--- src/rtl/cdvr_pkg.sv ---
package cdvr_pkg;

  localparam int CORDIC_STEPS = 16;
  localparam int ANGLE_BITS   = 24;
  localparam int TABLE_LEN    = 24;

  localparam int VEC_W      = 20;
  localparam int POS_W      = 16;
  localparam int GAIN_W     = 16;
  localparam int DB_W       = 8;
  localparam int CFG_W      = 16;
  localparam int CFG_IDX_W  = 1;
  localparam int ACC_W      = 32;
  localparam int GUARD_BITS = 8;
  localparam int PROD_W     = 64;
  localparam int RND_SHIFT  = 38;
  localparam int RES_W      = PROD_W - RND_SHIFT;

  localparam int CNT_W     = $clog2(CORDIC_STEPS);
  localparam int TBL_IDX_W = $clog2(TABLE_LEN);
  localparam int NUM_COMP  = 4;
  localparam int COMP_W    = $clog2(NUM_COMP);

  localparam logic [GAIN_W-1:0] GAIN_RESET     = GAIN_W'(1669);
  localparam logic [DB_W-1:0]   DEADBAND_RESET = DB_W'(1);

  // 1/K of the CORDIC in Q30
  localparam logic signed [ACC_W-1:0] INV_GAIN_Q30 = 32'sd652032875;

  localparam logic [CFG_IDX_W-1:0] CFG_GAIN     = 1'd0;
  localparam logic [CFG_IDX_W-1:0] CFG_DEADBAND = 1'd1;

  localparam logic OP_MOVE = 1'b0;
  localparam logic OP_LOAD = 1'b1;

  // vector component slots
  localparam logic [COMP_W-1:0] COMP_DIR_X   = 2'd0;
  localparam logic [COMP_W-1:0] COMP_DIR_Y   = 2'd1;
  localparam logic [COMP_W-1:0] COMP_PLANE_X = 2'd2;
  localparam logic [COMP_W-1:0] COMP_PLANE_Y = 2'd3;

  // atan(2^-i) in 2^-32 turn, truncated
  localparam logic [ACC_W-1:0] ATAN_TBL [TABLE_LEN] = '{
    32'h20000000, 32'h12E4051E, 32'h09FB385B, 32'h051111D4, 32'h028B0D43, 32'h0145D7E1,
    32'h00A2F61E, 32'h00517C55, 32'h0028BE53, 32'h00145F2F, 32'h000A2F98, 32'h000517CC,
    32'h00028BE6, 32'h000145F3, 32'h0000A2F9, 32'h0000517C, 32'h000028BE, 32'h0000145F,
    32'h00000A2F, 32'h00000517, 32'h0000028B, 32'h00000145, 32'h000000A2, 32'h00000051
  };

  typedef struct packed {
    logic                    op;
    logic signed [POS_W-1:0] cursor_x;
    logic signed [VEC_W-1:0] load_dir_x;
    logic signed [VEC_W-1:0] load_dir_y;
    logic signed [VEC_W-1:0] load_plane_x;
    logic signed [VEC_W-1:0] load_plane_y;
  } in_item_t;

  typedef struct packed {
    logic signed [VEC_W-1:0] view_dir_x;
    logic signed [VEC_W-1:0] view_dir_y;
    logic signed [VEC_W-1:0] view_plane_x;
    logic signed [VEC_W-1:0] view_plane_y;
    logic                    rotated;
  } out_item_t;

  typedef struct packed {
    logic              latch;
    logic              setup;
    logic              prep;
    logic              iter;
    logic [CNT_W-1:0]  step;
    logic              mul;
    logic [COMP_W-1:0] mul_idx;
    logic              fin;
    logic [COMP_W-1:0] fin_idx;
    logic              emit;
  } ctrl_cmd_t;

  typedef struct packed {
    logic need_rot;
  } dp_stat_t;

endpackage

--- src/rtl/cdvr_dp.sv ---
module cdvr_dp
  import cdvr_pkg::*;
(
  input  logic              clk,
  input  logic              rst_n,
  input  in_item_t          in_data,
  input  logic [GAIN_W-1:0] gain,
  input  logic [DB_W-1:0]   deadband,
  input  ctrl_cmd_t         cmd,
  output dp_stat_t          stat,
  output out_item_t         out_data
);

  in_item_t                item_r;
  logic signed [POS_W-1:0] prev_x_r;
  logic                    have_prev_r;
  logic                    rot_r;
  logic signed [VEC_W-1:0] vec_r [NUM_COMP];
  logic [ANGLE_BITS-1:0]   angle_r;
  logic signed [ACC_W-1:0] acc_r [NUM_COMP];
  logic signed [ACC_W-1:0] z_r;
  logic signed [PROD_W-1:0] prod_r;
  out_item_t               out_r;

  logic signed [POS_W:0]     delta;
  logic [POS_W:0]            mag;
  logic signed [POS_W+GAIN_W+1:0] angle_prod;
  logic signed [ACC_W-1:0]   z_init;
  logic                      flip;
  logic signed [ACC_W-1:0]   acc_nxt [NUM_COMP];
  logic signed [ACC_W-1:0]   z_nxt;
  logic signed [ACC_W-1:0]   atan_val;
  logic signed [PROD_W-1:0]  prod_nxt;
  logic signed [PROD_W-1:0]  rnd;
  logic signed [RES_W-1:0]   res;
  logic signed [VEC_W-1:0]   sat;

  // move decision and angle
  always_comb begin
    delta      = {item_r.cursor_x[POS_W-1], item_r.cursor_x} - {prev_x_r[POS_W-1], prev_x_r};
    mag        = delta[POS_W] ? (POS_W+1)'(-delta) : delta;
    angle_prod = (POS_W+GAIN_W+2)'(delta) * (POS_W+GAIN_W+2)'($signed({1'b0, gain}));
    stat.need_rot = (item_r.op == OP_MOVE) && have_prev_r &&
                    (mag > {{(POS_W+1-DB_W){1'b0}}, deadband});
  end

  // quadrant fold, CORDIC step
  always_comb begin
    z_init   = ACC_W'(angle_r) <<< (ACC_W - ANGLE_BITS);
    flip     = (z_init > 32'sh40000000) || (z_init < -32'sh40000000);
    atan_val = ATAN_TBL[TBL_IDX_W'(cmd.step)];
    z_nxt    = z_r;
    for (int k = 0; k < NUM_COMP; k++) begin
      acc_nxt[k] = acc_r[k];
    end
    if (cmd.prep) begin
      for (int k = 0; k < NUM_COMP; k++) begin
        acc_nxt[k] = ACC_W'(vec_r[k]) <<< GUARD_BITS;
        if (flip) begin
          acc_nxt[k] = -acc_nxt[k];
        end
      end
      z_nxt = flip ? (z_init + 32'sh80000000) : z_init;
    end else if (cmd.iter) begin
      for (int l = 0; l < NUM_COMP / 2; l++) begin
        if (!z_r[ACC_W-1]) begin
          acc_nxt[2*l]   = acc_r[2*l]   - (acc_r[2*l+1] >>> cmd.step);
          acc_nxt[2*l+1] = acc_r[2*l+1] + (acc_r[2*l]   >>> cmd.step);
        end else begin
          acc_nxt[2*l]   = acc_r[2*l]   + (acc_r[2*l+1] >>> cmd.step);
          acc_nxt[2*l+1] = acc_r[2*l+1] - (acc_r[2*l]   >>> cmd.step);
        end
      end
      z_nxt = z_r[ACC_W-1] ? (z_r + atan_val) : (z_r - atan_val);
    end
  end

  // gain correction, round half up, saturate
  always_comb begin
    prod_nxt = PROD_W'(acc_r[cmd.mul_idx]) * PROD_W'(INV_GAIN_Q30);
    rnd      = prod_r + (PROD_W'(1) <<< (RND_SHIFT - 1));
    res      = rnd[PROD_W-1:RND_SHIFT];
    if (res > RES_W'(524287)) begin
      sat = 20'sh7FFFF;
    end else if (res < -RES_W'(524288)) begin
      sat = 20'sh80000;
    end else begin
      sat = res[VEC_W-1:0];
    end
  end

  always_ff @(posedge clk) begin
    if (!rst_n) begin
      prev_x_r    <= '0;
      have_prev_r <= 1'b0;
      rot_r       <= 1'b0;
      for (int k = 0; k < NUM_COMP; k++) begin
        vec_r[k] <= '0;
      end
    end else begin
      if (cmd.setup) begin
        if (item_r.op == OP_LOAD) begin
          vec_r[COMP_DIR_X]   <= item_r.load_dir_x;
          vec_r[COMP_DIR_Y]   <= item_r.load_dir_y;
          vec_r[COMP_PLANE_X] <= item_r.load_plane_x;
          vec_r[COMP_PLANE_Y] <= item_r.load_plane_y;
          rot_r               <= 1'b0;
        end else begin
          rot_r       <= stat.need_rot;
          have_prev_r <= 1'b1;
          prev_x_r    <= item_r.cursor_x;
        end
      end
      if (cmd.fin) begin
        vec_r[cmd.fin_idx] <= sat;
      end
    end
  end

  always_ff @(posedge clk) begin
    if (cmd.latch) begin
      item_r <= in_data;
    end
    if (cmd.setup) begin
      angle_r <= angle_prod[ANGLE_BITS-1:0];
    end
    for (int k = 0; k < NUM_COMP; k++) begin
      acc_r[k] <= acc_nxt[k];
    end
    z_r <= z_nxt;
    if (cmd.mul) begin
      prod_r <= prod_nxt;
    end
    if (cmd.emit) begin
      out_r <= '{view_dir_x:   vec_r[COMP_DIR_X],
                 view_dir_y:   vec_r[COMP_DIR_Y],
                 view_plane_x: vec_r[COMP_PLANE_X],
                 view_plane_y: vec_r[COMP_PLANE_Y],
                 rotated:      rot_r};
    end
  end

  assign out_data = out_r;

endmodule

--- src/rtl/cdvr_ctrl.sv ---
module cdvr_ctrl
  import cdvr_pkg::*;
(
  input  logic      clk,
  input  logic      rst_n,
  input  logic      in_valid,
  output logic      in_stall,
  output logic      out_valid,
  input  logic      out_stall,
  input  dp_stat_t  stat,
  output ctrl_cmd_t cmd
);

  localparam logic [2:0] S_IDLE  = 3'd0;
  localparam logic [2:0] S_SETUP = 3'd1;
  localparam logic [2:0] S_PREP  = 3'd2;
  localparam logic [2:0] S_ITER  = 3'd3;
  localparam logic [2:0] S_MUL   = 3'd4;
  localparam logic [2:0] S_FIN   = 3'd5;
  localparam logic [2:0] S_EMIT  = 3'd6;

  logic [2:0]        state_r, state_nxt;
  logic [CNT_W-1:0]  cnt_r, cnt_nxt;
  logic [COMP_W-1:0] comp_r, comp_nxt;
  logic              out_valid_r, out_valid_nxt;

  assign in_stall  = (state_r != S_IDLE);
  assign out_valid = out_valid_r;

  always_comb begin
    state_nxt     = state_r;
    cnt_nxt       = cnt_r;
    comp_nxt      = comp_r;
    out_valid_nxt = out_valid_r && out_stall;
    cmd           = '0;
    cmd.step      = cnt_r;
    cmd.mul_idx   = comp_r;
    cmd.fin_idx   = comp_r - COMP_W'(1);
    unique case (state_r)
      S_IDLE: begin
        if (in_valid) begin
          cmd.latch = 1'b1;
          state_nxt = S_SETUP;
        end
      end
      S_SETUP: begin
        cmd.setup = 1'b1;
        state_nxt = stat.need_rot ? S_PREP : S_EMIT;
      end
      S_PREP: begin
        cmd.prep  = 1'b1;
        cnt_nxt   = '0;
        state_nxt = S_ITER;
      end
      S_ITER: begin
        cmd.iter = 1'b1;
        if (cnt_r == CNT_W'(CORDIC_STEPS - 1)) begin
          comp_nxt  = '0;
          state_nxt = S_MUL;
        end else begin
          cnt_nxt = cnt_r + CNT_W'(1);
        end
      end
      S_MUL: begin
        // multiply one component, retire the one before it
        cmd.mul = 1'b1;
        cmd.fin = (comp_r != '0);
        if (comp_r == COMP_W'(NUM_COMP - 1)) begin
          state_nxt = S_FIN;
        end else begin
          comp_nxt = comp_r + COMP_W'(1);
        end
      end
      S_FIN: begin
        cmd.fin     = 1'b1;
        cmd.fin_idx = COMP_W'(NUM_COMP - 1);
        state_nxt   = S_EMIT;
      end
      S_EMIT: begin
        if (!out_valid_r || !out_stall) begin
          cmd.emit      = 1'b1;
          out_valid_nxt = 1'b1;
          state_nxt     = S_IDLE;
        end
      end
      default: begin
        state_nxt = S_IDLE;
      end
    endcase
  end

  always_ff @(posedge clk) begin
    if (!rst_n) begin
      state_r     <= S_IDLE;
      cnt_r       <= '0;
      comp_r      <= '0;
      out_valid_r <= 1'b0;
    end else begin
      state_r     <= state_nxt;
      cnt_r       <= cnt_nxt;
      comp_r      <= comp_nxt;
      out_valid_r <= out_valid_nxt;
    end
  end

endmodule

--- src/rtl/cursor_driven_view_rotation.sv ---
// A rotating move passes through setup, fold, one CORDIC step per cycle, four
// multiplies on the shared gain multiplier, and emit before its result shows.
// A new request is taken only once the last one is emitted; a load, a first move
// or a move inside the deadband skips the fold, CORDIC and multiply steps.
// Reset (rst_n, synchronous, active low): vectors, previous position and its
// flag clear, gain returns to 1669 and deadband to 1.
module cursor_driven_view_rotation
  import cdvr_pkg::*;
(
  input  logic                 clk,
  input  logic                 rst_n,
  input  logic                 in_valid,
  output logic                 in_stall,
  input  in_item_t             in_data,
  output logic                 out_valid,
  input  logic                 out_stall,
  output out_item_t            out_data,
  input  logic                 cfg_we,
  input  logic [CFG_IDX_W-1:0] cfg_index,
  input  logic [CFG_W-1:0]     cfg_wdata
);

  logic [GAIN_W-1:0] gain_r;
  logic [DB_W-1:0]   deadband_r;
  ctrl_cmd_t         cmd;
  dp_stat_t          stat;

  // Configuration registers; the user must write them only while the block is idle
  // (the block itself does not enforce this), so the datapath reads them directly.
  always_ff @(posedge clk) begin
    if (!rst_n) begin
      gain_r     <= GAIN_RESET;
      deadband_r <= DEADBAND_RESET;
    end else if (cfg_we) begin
      if (cfg_index == CFG_GAIN) begin
        gain_r <= cfg_wdata[GAIN_W-1:0];
      end else if (cfg_index == CFG_DEADBAND) begin
        deadband_r <= cfg_wdata[DB_W-1:0];
      end
    end
  end

  // Sequencer: hold one request at a time, step the CORDIC, drive the result slot.
  cdvr_ctrl u_ctrl (
    .clk       (clk),
    .rst_n     (rst_n),
    .in_valid  (in_valid),
    .in_stall  (in_stall),
    .out_valid (out_valid),
    .out_stall (out_stall),
    .stat      (stat),
    .cmd       (cmd)
  );

  // Datapath: view state, two CORDIC lanes sharing one angle, one gain multiplier,
  // and the result register that lets a finished result wait downstream.
  cdvr_dp u_dp (
    .clk      (clk),
    .rst_n    (rst_n),
    .in_data  (in_data),
    .gain     (gain_r),
    .deadband (deadband_r),
    .cmd      (cmd),
    .stat     (stat),
    .out_data (out_data)
  );

endmodule
--- config.mk ---
export PLATFORM = sky130hd
export DESIGN_NAME = cursor_driven_view_rotation
export DESIGN_NICKNAME = d
export VERILOG_FILES = /design/src/rtl/cdvr_pkg.sv /design/src/rtl/cdvr_dp.sv /design/src/rtl/cdvr_ctrl.sv /design/src/rtl/cursor_driven_view_rotation.sv
export SDC_FILE = /design/constraint.sdc
export NUM_CORES = 2
export LEC_CHECK = 0
export BUFFER_PORTS_ARGS = -buffer_cell sky130_fd_sc_hd__buf_2
export CAP_MARGIN = 30
export CORE_ASPECT_RATIO = 2
export CORE_MARGIN = 2
export CORE_UTILIZATION = 60
export CTS_BUF_LIST = sky130_fd_sc_hd__clkbuf_2 sky130_fd_sc_hd__clkbuf_4 sky130_fd_sc_hd__clkbuf_8
export DETAILED_ROUTE_END_ITERATION = 7
export GPL_TIMING_DRIVEN = 0
export PLACE_DENSITY = 0.77
export SLEW_MARGIN = 5
export SYNTH_ARGS = -nofsm -noshare
export SYNTH_HDL_FRONTEND = slang
export SYNTH_HIERARCHICAL = 1
export SYNTH_SLANG_ARGS = --single-unit
--- constraint.sdc ---
create_clock -name clk -period 10.65 [get_ports clk]
set_clock_uncertainty 0.2 [all_clocks]
set_input_delay 1.065 -clock clk [delete_from_list [all_inputs] [get_ports clk]]
set_output_delay 1.065 -clock clk [all_outputs]
set_load 0.03 [all_outputs]
==> results of run 1 <==
## metal layers
metal / GRT overflow / GRT usage [%]
met1: 0 / 53.3
met2: 5 / 86.5
met3: 0 / 31.7
met4: 3 / 67.3
met5: 0 / 3.29
## stage by stage
step                std cells  worst slack (ps)  instance area (um^2)  hold slack [ps]
floorplan                6757              1540                 66600              209
global placement         8436             -2220                 69500              245
detailed placement       8484             -1370                 70200              255
CTS                      8613              6.68                 72000              209
## cells in the mapped netlist (all sizes together), types with 11 or more instances
library cell,n
xnor2,294
mux2,52
or3,27
dfxtp,52
nor2,282
mux2i,88
clkbuf,168
nor3,84
edfxtp,468
nand4,30
buf,87
and2,113
o31ai,32
and3,38
o21bai,26
ha,638
inv,1024
nor2b,90
a2111oi,11
nand3,151
nand2,551
o21a,74
nand2b,58
a31oi,66
a21boi,31
fa,632
nor3b,14
a21oi,372
nor4,32
a21o,118
a211oi,25
o211ai,26
mux4,184
o31a,12
xor2,256
or2,18
nand3b,13
o21ai,363
## what timing repair did
action,4_1_cts
gates resized for setup,24
pin swaps,1
setup buffers,2
setup endpoints to repair,26
## cells by family after synthesis
| family | synth area share (%) |
|---|---|
| compound gates | 11.7 |
| simple gates | 11.3 |
| fa+ha+maj | 31.0 |
| xor+xnor | 7.34 |
| flops | 22.7 |
| mux | 8.48 |
| buf+inv | 7.59 |
==> results_dict.tcl, run 1 <==
set metrics [dict create \
    outcome "aborted with a tool error" \
    lastStage "global routing (5_1_grt)" \
    stop_error "[ERROR GRT-0116] Global routing finished with congestion. Check the congestion regions in the DRC Viewer." \
    cts.sinks 520 \
    start_util_pct 60.6 \
    async_flop_share_pct 0 \
    grt-ovfl-total 8 \
    dieHeight_um 475 \
    grt_pass1_vias 64400 \
    grt_usage_pct 58.7 \
    yosysWarnings 6 \
    cts_root_buf "clkbuf_8" \
    dp_hpwl_um 235000 \
    grt_pass1_wl_um 468000 \
    ioPinCount 202 \
    grt_max_degree 59 \
    synth-main-ff-cell "edfxtp_1" \
    netlist.area_leader.share_pct 21.1 \
    syn_area_um2 66600 \
    ys_seq_area_share_pct 22.7 \
    syn_nets 8146 \
    synthCells 6757 \
    synth_enable_flop_cells 468 \
    ys_ff_latch 520 \
    portBuffers 200 \
    clock_path_buffers 3 \
    ys_types 111 \
    globalplace.congestion 1.10 \
    numCtsBuffers 71 \
    h-tree-depth 3 \
    die_w_um 240 \
    synth_area_leaders "edfxtp_1 21%, fa_1 19%, ha_1 12%, mux4_2 5.9%, inv_1 5.7%" \
    postSynthAreaPerCell_um2 9.86 \
    rows 172 \
    synth_top_cell_by_area "edfxtp_1" \
    cts_hold_buf 0 \
]
==> run 2, diff against run 1 <==
Settings changed: CORE_ASPECT_RATIO 2 to unset, CORE_UTILIZATION 60 to 40, CTS_BUF_LIST sky130_fd_sc_hd__clkbuf_2 sky130_fd_sc_hd__clkbuf_4 sky130_fd_sc_hd__clkbuf_8 to unset, PLACE_DENSITY 0.77 to unset, PLACE_DENSITY_LB_ADDON set to 0.15.
==> run 2 against run 1 <==
Compared with the run above: the flow now finishes without violations; synthesized area is the same; synthesized cell count unchanged.
==> results_dict.tcl, run 2 <==
set metrics [dict create \
    grt_pass1_vias 53500 \
    die_area_um2 170000 \
    vias 53200 \
    cap_violations 0 \
    synthCells 6757 \
    dieHeight_um 412 \
    ioPinCount 202 \
    die_w_um 412 \
    async_flop_share_pct 0 \
    synth_enable_flop_cells 468 \
    crit_required_ps 10830 \
    worst-path-max-fanout 19 \
    grt_max_degree 58 \
    area_growth_pct 9.86 \
    fin_nets 8459 \
    globalplace.congestion 1.02 \
    netlist.area_leader.share_pct 21.1 \
    routedWlPerCell_um 27.4 \
    synth-main-ff-cell "edfxtp_1" \
    clk_pin_slew_ps 60 \
    drive_above_1_share_pct 10.0 \
    h-tree-depth 2 \
    cts_root_buf "clkbuf_16" \
    fin_area_um2 73200 \
    cts.sinks 520 \
    clock_path_buffers 3 \
    outcome "finished clean" \
    wirelength_um 255000 \
    final.min_clock_period_ps 10470 \
    regToRegEndpoint "u_dp/acc_r[3][30]" \
    r2r_cells 22 \
    start_util_pct 40.3 \
    synth.most_common_cell "inv_1" \
    antenna_found_initial 18 \
    synth_area_leaders "edfxtp_1 21%, fa_1 19%, ha_1 12%, mux4_2 5.9%, inv_1 5.7%" \
    synthTopCellsByCount "1,018 x inv_1, 638 x ha_1, 632 x fa_1" \
    drtPass1Iterations 8 \
    cts_hold_buf 0 \
    critical_path_class "flop to flop" \
    worstSetupStartpointType "flop" \
    place_area_um2 71100 \
    ff2ff_setup_slack_ps 180 \
    ys_ff_latch 520 \
    max_freq_mhz 95.5 \
    cp-end-kind "flop" \
    r2r-start "u_ctrl/cnt_r[3]" \
    routed_via_density 5.71 \
    grt_pass1_wl_um 371000 \
    numCtsBuffers 57 \
    top_register "u_dp/acc_r" \
    hold_violations 0 \
    rows 149 \
    clock_latency_ps 710 \
    grt-ovfl-total 0 \
    ys_types 111 \
    portBuffers 200 \
    core_area_um2 165000 \
    layout_commonest_cell "inv_1" \
    syn_area_um2 66600 \
    postRouteAntennaNets 0 \
    holdWs_ps 245 \
    postSynthAreaPerCell_um2 9.86 \
    min_path_type "flop to flop" \
    report.final.slew_viol_count 0 \
    grt_usage_pct 29.9 \
    post-route-period-util_pct 98.3 \
    syn_nets 8146 \
    drt_iter0_drc 4910 \
    synth_top_cell_by_area "edfxtp_1" \
    maxSlewHeadroom_pct 19.9 \
    final_cell_mix "1,018 x inv_1, 638 x ha_1, 632 x fa_1, 551 x nand2_1, 468 x edfxtp_1" \
    ys_seq_area_share_pct 22.7 \
    cp-startpoint "u_ctrl/cnt_r[3]" \
    setup_violations 0 \
    crit_arrival_ps 10660 \
    dp_hpwl_um 214000 \
    tritoncts "built" \
    drc_errors 0 \
    yosysWarnings 6 \
    largest_reg_flops 128 \
    worst_slew_pin_slew_ps 1190 \
    cp-endpoint "u_dp/acc_r[3][30]" \
]
run 2: metal layers:
metal | vias up | share of wire (%) | GRT usage (%)
met2 | 2087 | 46 | 48.0
met4 | 4 | 4.7 | 11.6
met5 | - | 0.013 | 0
met3 | 447 | 7.0 | 4.57
met1 | 26800 | 43 | 40.6
li1 | 23800 | - | -
run 2: timing repair:
item                       4_1_cts  5_1_grt
setup endpoints to repair       26        9
gates resized for setup         14       13
gates cloned                     0        0
setup buffers                    0       14
pin swaps                        0        1
run 2: final cells by class:
class	count	area (um^2)
well taps	2189	2740
diodes	7	17.5
clock buffers	72	1540
inverters	1024	3840
repair buffers	259	1760
plain buffers	250	1220
flip-flops and latches	520	15100
fillers	16000	92000
clock inverters	34	427
multi-input cells	4958	46600
run 2: worst max-delay path, stage by stage, from the launching register on:
cell	delay [ps]
dfxtp_1	810
buf_2	510
buf_2	640
buf_2	480
buf_2	500
clkbuf_1	840
buf_1	790
clkbuf_1	800
buf_1	660
a21oi_1	240
xor2_1	230
ha_1	350
a211oi_1	360
o21ai_0	180
a21oi_1	430
o21ai_0	310
a41o_1	390
a221o_1	400
a311oi_1	420
o21ai_0	160
a21oi_1	200
xnor2_1	90
o21a_1	160
run 2: cells by family (layout without fill, tap and decap cells):
| family | after synthesis | count (layout) | share of synthesized area, % |
|---|---|---|---|
| fa+ha+maj | 1273 | 1273 | 31.0 |
| simple gates | 1543 | 1543 | 11.3 |
| mux | 324 | 324 | 8.48 |
| compound gates | 1265 | 1265 | 11.7 |
| buf+inv | 1279 | 1639 | 7.59 |
| flops | 520 | 520 | 22.7 |
| xor+xnor | 553 | 553 | 7.34 |
| other cells | 0 | 7 | 0 |
run 2: worst min-delay path by stage:
stage	cells after the start	end	slack, ps	start
after floorplan	0	u_dp/out_data[0]	210	u_dp/rot_r
after global placement	0	u_dp/out_data[0]	230	u_dp/rot_r
after detailed placement	0	u_dp/out_data[0]	230	u_dp/rot_r
after CTS	0	u_dp/out_data[0]	240	u_dp/rot_r
after global routing	0	u_dp/out_data[0]	250	u_dp/rot_r
final	0	u_dp/out_data[0]	250	u_dp/rot_r
run 2: per-stage QoR:
stage               setup TNS (ps)  std cells  setup slack [ps]  util (%)
global placement            -46240       9146             -3080      42.6
floorplan                        0       6757              1540         -
finish                           0       9313               177      44.3
CTS                              0       9294              1.40      44.2
global route                 -4.27       9312             -4.27      44.3
detailed placement          -18720       9189             -1520      43.0
Power of run 2 is not shown: default switching activity piles up to over one toggle a cycle in this logic, so the estimate is an artifact.
